### config.mk
export PLATFORM = sky130hd
export DESIGN_NAME = cst_ram
export DESIGN_NICKNAME = d
export VERILOG_FILES = /design/src/design/cst_ram.sv
export SDC_FILE = /design/constraint.sdc
export NUM_CORES = 1
export LEC_CHECK = 0
export BUFFER_PORTS_ARGS = -buffer_cell sky130_fd_sc_hd__buf_4
export CAP_MARGIN = 20
export CORE_ASPECT_RATIO = 0.6
export CORE_MARGIN = 4
export CORE_UTILIZATION = 55
export DETAILED_ROUTE_END_ITERATION = 6
export GPL_TIMING_DRIVEN = 0
export PLACE_DENSITY = 0.83
export SLEW_MARGIN = 40
export SYNTH_ARGS = -nofsm -noshare
export SYNTH_HDL_FRONTEND = slang
export SYNTH_SLANG_ARGS = --single-unit
### constraint.sdc
create_clock -name clk -period 2.54 [get_ports clk]
set_input_delay 0.508 -clock clk [delete_from_list [all_inputs] [get_ports clk]]
set_output_delay 0.508 -clock clk [all_outputs]
set_load 0.005 [all_outputs]
### src/design/cst_ram.sv
// Generic single write port, single read port RAM with a registered read.
`timescale 1ns / 1ps

module cst_ram #(
  parameter int WIDTH = 8,
  parameter int DEPTH = 16
) (
  input  logic                                   clk,
  input  logic                                   we,
  input  logic [(DEPTH > 1 ? $clog2(DEPTH) : 1)-1:0] waddr,
  input  logic [WIDTH-1:0]                       wdata,
  input  logic [(DEPTH > 1 ? $clog2(DEPTH) : 1)-1:0] raddr,
  output logic [WIDTH-1:0]                       rdata
);

  logic [WIDTH-1:0] mem [DEPTH];

  always_ff @(posedge clk) begin
    if (we) begin
      mem[waddr] <= wdata;
    end
    rdata <= mem[raddr];
  end

endmodule
==> results of run 1 <==
==> stage by stage <==
stage                     instances  hold slack [ps]  utilization, %  instance area (um2)
final                           415              413            66.4                 6080
after global routing            415              417            66.4                 6080
after CTS                       415              400            66.1                 6050
after detailed placement        383              675            60.2                 5520
after global placement          383              658            60.0                 5490
after floorplan                 229              607               -                 5150
==> sequential cells by signal, indices dropped and copies added (netlist names) <==
name	cells
rdata	8
mem	128
==> routing by layer <==
metal / track usage [%] / share of wire (%) / up-vias / routed length [um]
met5: 0 / 0 / - / 0
met4: 5.38 / 0.31 / 0 / 32
met3: 8.05 / 13 / 6 / 1280
met2: 27.5 / 46 / 127 / 4680
met1: 30.6 / 41 / 1273 / 4240
li1: - / - / 1064 / -
==> cell usage in the layout (no fill, tap or decap), types with 3 or more instances in the layout <==
master,n
a22oi_1,16
buf_2,3
buf_4,25
buf_6,3
clkbuf_16,17
clkdlybuf4s25_2,3
clkinv_1,3
clkinv_2,5
clkinvlp_4,5
dfxtp_1,8
edfxtp_1,128
mux4_1,14
mux4_2,18
nand2_1,9
nor2_1,6
nor2_2,7
==> how the worst min path moves through the flow <==
stage | from | endpoint | slack [ps] | depth (start not counted)
2_1_floorplan | wdata[0] | mem[0][0]$_DFFE_PP_ | 610 | 0
3_3_place_gp | mem[11][1]$_DFFE_PP_ | rdata[1]$_DFF_P_ | 660 | 3
3_5_place_dp | mem[8][3]$_DFFE_PP_ | rdata[3]$_DFF_P_ | 670 | 3
4_1_cts | wdata[7] | mem[0][7]$_DFFE_PP_ | 400 | 1
5_1_grt | wdata[0] | mem[5][0]$_DFFE_PP_ | 420 | 1
6_report | wdata[0] | mem[5][0]$_DFFE_PP_ | 410 | 1
==> cells by family (layout without fill, tap and decap cells) <==
group	count (synthesis)	in the layout	share of synthesized area [%]
buffers and inverters	10	66	1.68
muxes	32	32	15.0
AOI/OAI and AO/OA	16	16	2.33
DFF	136	136	77.8
and+or+nand+nor	35	35	3.18
==> final cells by class <==
cell class / count / area [um2] / share of cell area [%]
clock buffer: 17 / 425 / 7.00
timing repair buffer: 24 / 180 / 2.96
tap: 130 / 163 / 2.68
sequential: 136 / 4000 / 65.9
multi-input combinational: 83 / 1110 / 18.2
clock inverter: 15 / 113 / 1.85
buffer: 10 / 86.3 / 1.42
==> where the power goes <==
group | leakage (uW) | total, uW | switching [uW] | internal, uW
clock network | 0.000253 | 2220 | 898 | 1320
registers | 0.00122 | 2520 | 12.5 | 2510
logic | 0.000543 | 260 | 144 | 115
==> flow_metrics.tcl, run 1 <==
set metrics [dict create \
    placeableCoreArea_um2 9160 \
    p_per_area_nw_per_um2 823 \
    syn_inst 229 \
    netlist_area_um2 5150 \
    clock_skew_ps 14.0 \
    worstSetupStartpoint "waddr[2]" \
    yosysTopAreaCellShare_pct 74.7 \
    finalPower_uw 5000 \
    period_share_pct 70.4 \
    cts_max_level 4 \
    dieArea_um2 11000 \
    path_depth 3 \
    finalMaxSlewViolations 0 \
    clkTransAtPathRegs_ps 60 \
    grt_pass1_wl_um 15600 \
    synthArstFlopShare_pct 0 \
    cp-end-kind "flip-flop" \
    grt_max_degree 17 \
    postSynthAreaPerCell_um2 22.5 \
    tightest_slew_ps 829 \
    antenna_found_initial 0 \
    fmax_ghz 0.559 \
    worst_slack_ps 751 \
    setup_viol 0 \
    status "completed" \
    rsz0062_at_grt "no" \
    synth_seq_area_share_pct 77.8 \
    ant_nets 0 \
    num_vias 2470 \
    start_util_pct 56.2 \
    fillers 577 \
    hold_class "input port to flip-flop" \
    cts_buffer_depth 2 \
    dieHeight_um 82.9 \
    die_w_um 133 \
    track_usage_pct 20.2 \
    drv_cap 0 \
    portBuffers 24 \
    synth_warnings 0 \
    antennaDiodeCount 0 \
    crit_chain "buf_4 > or3b_2 > nor2_1" \
    slowest_delay_ps 660 \
    wl_per_cell_um 24.7 \
    synth_seq_cells 136 \
    wl_um 10200 \
    reg2reg_slack_ps 1040 \
    r2r-end "rdata[4]$_DFF_P_" \
    synth_flop_cell "edfxtp_1" \
    path_delay_family "simple AND/OR/NAND/NOR gates" \
    vdd_drop_max_mv 0.612 \
    synth_fp_nets 247 \
    cts_sinks 136 \
    vias_per_cell 5.95 \
    finalCriticalPeriod_ps 1790 \
    cp.arrival_ps 1820 \
    synth_commonest_cells "edfxtp_1 (128), mux4_2 (18), a22oi_1 (16)" \
    placementRows 27 \
    synth_cell_types 19 \
    cts-root-buf "clkbuf_16" \
    synth_most_common_cell "edfxtp_1" \
    worstPathBufferInverterCount 1 \
    r2r_cells 3 \
    slowest_stage "nor2_1" \
    cp_max_fo 8 \
    slew_headroom_pct 44.5 \
    syn_to_final_growth_pct 18.1 \
    cts_tree "done" \
    route.detailed.drc 0 \
    final.setup.tns_ps 0 \
    start_kind "input port" \
    required_ps 2570 \
    firstDrtPassIters 4 \
    drt_iter0_markers 287 \
    synth_edf_count 128 \
    place.gp.congestion 0.768 \
    nets 290 \
    synthTopCellsByArea "edfxtp_1 (75%), mux4_2 (7.9%), mux4_1 (7.1%)" \
    finalHoldViolCount 0 \
    cts_resized 0 \
    yosysTopAreaCell "edfxtp_1" \
    cts_buffers 17 \
    grt_pass1_vias 2506 \
    drive_gt1_share_pct 32.6 \
    critical_path_class "input port to flip-flop" \
    pin_count 26 \
    detailed_place_hpwl_um 6440 \
    p_leak_uw 0.00202 \
    cts_setup_buffers 0 \
    cts_hold_buf 0 \
    worstSkewPairLatency_ps 420 \
    pre_cts_slack_ps 367 \
    grt_overflow 0 \
    crit_end "mem[3][7]$_DFFE_PP_" \
    reg2reg_from "mem[8][4]$_DFFE_PP_" \
]
(Power assumes the default switching activity.)
==> run 2: changes to the inputs <==
==> constraint.sdc (replaced) <==
create_clock -name clk -period 1.8 [get_ports clk]
set_input_delay 0.36 -clock clk [delete_from_list [all_inputs] [get_ports clk]]
set_output_delay 0.36 -clock clk [all_outputs]
set_load 0.005 [all_outputs]
==> run 2 against run 1 <==
Against the previous run:
- setup slack got worse by 570 ps
- sequential cell count unchanged
- highest routed layer unchanged
- largest cell class unchanged
- combinational power up 40%
==> flow_metrics.tcl, run 2 (synthesized netlist as in run 1, its figures left out) <==
set metrics [dict create \
    final_common_cell "edfxtp_1" \
    rsz0062_at_grt "no" \
    p_switching_uw 1480 \
    finalInstanceArea_um2 6210 \
    clkTransAtPathRegs_ps 60 \
    start_kind "input port" \
    period_share_pct 90.0 \
    largest_register_ffs 128 \
    finalPower_uw 7900 \
    multi_input_area_um2 1090 \
    pin_count 26 \
    drt_iter0_markers 262 \
    hold_class "input port to flip-flop" \
    die_w_um 133 \
    required_ps 1840 \
    final_core_util_pct 67.8 \
    syn_to_final_growth_pct 20.6 \
    cp_max_fo 8 \
    switching_share_pct 18.7 \
    cts_setup_buffers 0 \
    critical_path_class "input port to flip-flop" \
    ff_latch_area_um2 4000 \
    worstSkewPairLatency_ps 410 \
    worst_slack_ps 181 \
    wl_um 9950 \
    antennaDiodeCount 0 \
    dpl-instance-area_um2 5510 \
    setup_viol 0 \
    status "completed" \
    portBuffers 24 \
    antenna_found_initial 0 \
    cts_tree "done" \
    grt_max_degree 17 \
    fillers 553 \
    top_regs "mem (128), rdata (8)" \
    placementRows 27 \
    pre_cts_slack_ps -290 \
    wl_per_cell_um 24.0 \
    cts_resized 0 \
    tightest_slew_ps 791 \
    cts_sinks 136 \
    fmax_ghz 0.618 \
    cts_hold_buf 0 \
    cts-root-buf "clkbuf_16" \
    final_cell_count_no_fill 415 \
    regMostFlops "mem" \
    finalMaxSlewViolations 0 \
    grt_pass1_wl_um 15100 \
    p_per_area_nw_per_um2 1270 \
    p_leak_uw 0.00209 \
    cp-end-kind "flip-flop" \
    dieHeight_um 82.9 \
    vdd_drop_max_mv 0.943 \
    placeableCoreArea_um2 9160 \
    drv_cap 0 \
    grt_overflow 0 \
    clkPwrFrac_pct 50.4 \
    track_usage_pct 19.6 \
    grt_pass1_vias 2462 \
    dp.cells 383 \
    vias_per_cell 5.80 \
    place.gp.congestion 0.769 \
    cts_buffer_depth 2 \
    finalCriticalPeriod_ps 1620 \
    cp.arrival_ps 1650 \
    dieArea_um2 11000 \
    seq_power_share_pct 45.0 \
    start_util_pct 56.2 \
    nets 290 \
    clock_skew_ps 6.12 \
    slew_headroom_pct 47.0 \
    combPwrFrac_pct 4.6 \
    route.detailed.drc 0 \
    power.internal_uw 6430 \
    detailed_place_hpwl_um 6360 \
    num_vias 2407 \
    drive_gt1_share_pct 33.3 \
    firstDrtPassIters 5 \
    cts_max_level 4 \
    mostFrequentLayoutCells "edfxtp_1 (128), buf_4 (25), mux4_2 (18)" \
    ant_nets 0 \
    finalHoldViolCount 0 \
    cts_buffers 17 \
]
## run 2: cell count changes in the layout (fill, tap and decap cells not counted)
cell	delta
clkinv_1	-3
clkinv_2	-1
clkinv_4	-1
bufinv_16	+6
clkinvlp_4	-2
nor3_2	+2
clkbuf_1	+1
nor3_4	-2
## run 2: power groups by stage
stage | Sequential [uW] | Combinational [uW] | Clock (uW)
2_1_floorplan | 3620 | 180 | 0
5_1_grt | 3560 | 391 | 4180
3_3_place_gp | 3620 | 345 | 0
4_1_cts | 3560 | 364 | 4020
3_5_place_dp | 3620 | 361 | 0
6_report | 3560 | 363 | 3980
## run 2: layout make-up
type                            instances  area share (%)
Multi-Input combinational cell         83            17.6
Buffer                                 10            1.39
Clock buffer                           18            6.91
Timing Repair Buffer                   24            2.90
Clock inverter                         14            4.07
Sequential cell                       136            64.5
Tap cell                              130            2.62
## run 2: through the flow
| stage | TNS, ps | hold WS (ps) |
|---|---|---|
| final | 0 | 273 |
| after global routing | 0 | 277 |
| after CTS | 0 | 266 |
| after detailed placement | -8600 | 686 |
| after global placement | -13100 | 666 |
| after floorplan | 0 | 459 |
## run 2: final timing paths
kind / start / end / slack, ps / cells past startpoint
setup reg to reg: mem[9][1]$_DFFE_PP_ / rdata[1]$_DFF_P_ / 420 / 3
hold / removal: wdata[6] / mem[5][6]$_DFFE_PP_ / 270 / 1
setup / recovery: waddr[2] / mem[0][3]$_DFFE_PP_ / 180 / 3
hold reg to reg: mem[8][5]$_DFFE_PP_ / rdata[5]$_DFF_P_ / 710 / 3
## run 2: critical path, stage by stage
cell	delay, ps
buf_4	120
or3b_2	540
nor3_2	630
## run 2: per-layer routing
metal	part of all wire, %	global-route usage (%)
met5	0	0
met4	0.51	5.09
met3	8.6	6.60
met2	48	28.4
met1	43	29.2
==> run 3: changes to the inputs <==
--- a/config.mk
+++ b/config.mk
@@ -5,7 +5,7 @@
 export SDC_FILE = /design/constraint.sdc
 export NUM_CORES = 1
 export LEC_CHECK = 0
-export BUFFER_PORTS_ARGS = -buffer_cell sky130_fd_sc_hd__buf_4
+export BUFFER_PORTS_ARGS = -buffer_cell sky130_fd_sc_hd__buf_2
 export CAP_MARGIN = 20
 export CORE_ASPECT_RATIO = 0.6
 export CORE_MARGIN = 4
==> run 3 against run 2 <==
Against the previous run:
- register-to-register slack lost 20 ps
- via count grew 2.5%
- wire length grew 6.3%
- sequential power is essentially flat
- critical path type unchanged
==> flow_metrics.tcl, run 3 (synthesized netlist as in run 1, its figures left out) <==
set metrics [dict create \
    start_util_pct 56.2 \
    ant_nets 0 \
    dieArea_um2 11000 \
    cts_buffer_depth 2 \
    hold_path_startpoint "wdata[7]" \
    die_w_um 133 \
    rsz0062_at_grt "no" \
    antenna_found_initial 0 \
    clkTransAtPathRegs_ps 60 \
    cts_resized 0 \
    pin_count 26 \
    cts-root-buf "clkbuf_16" \
    min_to "mem[10][7]$_DFFE_PP_" \
    drt_iter0_markers 229 \
    fmax_ghz 0.616 \
    worstSkewPairLatency_ps 410 \
    track_usage_pct 20.7 \
    drive_gt1_share_pct 32.6 \
    wl_per_cell_um 25.5 \
    largest_register_ffs 128 \
    cp-end-kind "flip-flop" \
    top_layer "met4" \
    vdd_drop_max_mv 0.857 \
    p_leak_uw 0.00206 \
    tightest_slew_ps 842 \
    reg2reg_slack_ps 400 \
    hold_class "input port to flip-flop" \
    status "completed" \
    grt_pass1_vias 2517 \
    vias_per_cell 5.95 \
    cts_sinks 136 \
    portBuffers 24 \
    finalMaxSlewViolations 0 \
    cp_max_fo 8 \
    cts_setup_buffers 0 \
    grt_pass1_wl_um 15800 \
    cp.arrival_ps 1660 \
    combPwrFrac_pct 4.6 \
    final_common_cell "edfxtp_1" \
    finalCriticalPeriod_ps 1620 \
    placementRows 27 \
    p_per_area_nw_per_um2 1250 \
    met1_length_um 4470 \
    syn_to_final_growth_pct 18.8 \
    route.detailed.drc 0 \
    period_share_pct 90.2 \
    top_regs "mem (128), rdata (8)" \
    required_ps 1830 \
    drv_cap 0 \
    regMostFlops "mem" \
    antennaDiodeCount 0 \
    num_vias 2468 \
    finalHoldViolCount 0 \
    grt_max_degree 17 \
    cts_buffers 17 \
    nets 290 \
    power.internal_uw 6180 \
    place.gp.congestion 0.770 \
    firstDrtPassIters 4 \
    clock_skew_ps 8.11 \
    clkPwrFrac_pct 48.7 \
    holdWs_ps 351 \
    placeableCoreArea_um2 9160 \
    cts_hold_buf 0 \
    finalPower_uw 7620 \
    detailed_place_hpwl_um 6430 \
    p_switching_uw 1440 \
    r2r_cells 3 \
    wl_um 10600 \
    start_kind "input port" \
    cts_max_level 4 \
    hold_depth 1 \
    reg2reg_from "mem[9][1]$_DFFE_PP_" \
    seq_power_share_pct 46.7 \
    r2r-end "rdata[1]$_DFF_P_" \
    wl_met3_um 816 \
    slew_headroom_pct 43.6 \
    mostFrequentLayoutCells "edfxtp_1 (128), buf_2 (27), mux4_2 (18)" \
    setup_viol 0 \
    switching_share_pct 18.9 \
    grt_overflow 0 \
    dieHeight_um 82.9 \
    cts_tree "done" \
    dr_wl_met2_um 5200 \
    critical_path_class "input port to flip-flop" \
]
run 3: stage by stage:
stage	instance area, um2	util [%]	setup TNS (ps)	std cells	setup slack [ps]
floorplan	5150	-	0	229	174
CTS	6090	66.5	0	415	100
finish	6110	66.8	0	415	177
detailed placement	5450	59.5	-8360	383	-320
global placement	5440	59.4	-13020	383	-302
global route	6110	66.8	0	415	162
run 3: worst max path at each step:
stage / startpoint / to / slack, ps / depth (start not counted)
after floorplan: waddr[2] / mem[3][0]$_DFFE_PP_ / 170 / 2
after global placement: waddr[2] / mem[8][3]$_DFFE_PP_ / -300 / 3
after detailed placement: waddr[2] / mem[1][7]$_DFFE_PP_ / -320 / 3
after CTS: waddr[2] / mem[1][2]$_DFFE_PP_ / 100 / 3
after global routing: waddr[2] / mem[0][2]$_DFFE_PP_ / 160 / 3
final: waddr[2] / mem[0][2]$_DFFE_PP_ / 180 / 3
run 3: area by class of cell:
cell class | instances | area (um2)
Buffer | 10 | 86.3
Clock buffer | 24 | 502
Clock inverter | 8 | 140
Fill cell | 589 | 3040
Multi-Input combinational cell | 83 | 1100
Sequential cell | 136 | 4000
Tap cell | 130 | 163
Timing Repair Buffer | 24 | 120
run 3: routing by layer:
metal / track usage (%) / vias to the layer above
met4: 7.55 / 0
met5: 0 / -
li1: - / 1069
met2: 30.3 / 86
met3: 7.57 / 12
met1: 28.8 / 1301
run 3: critical path: stages:
cell	delay (ps)
buf_2	120
or3b_2	560
nor3_2	610
run 3: power by group through the flow:
stage	Combinational (uW)	Clock, uW	Sequential [uW]
6_report	347	3710	3560
2_1_floorplan	180	0	3620
3_5_place_dp	339	0	3620
3_3_place_gp	324	0	3620
4_1_cts	344	3750	3560
5_1_grt	373	3910	3570
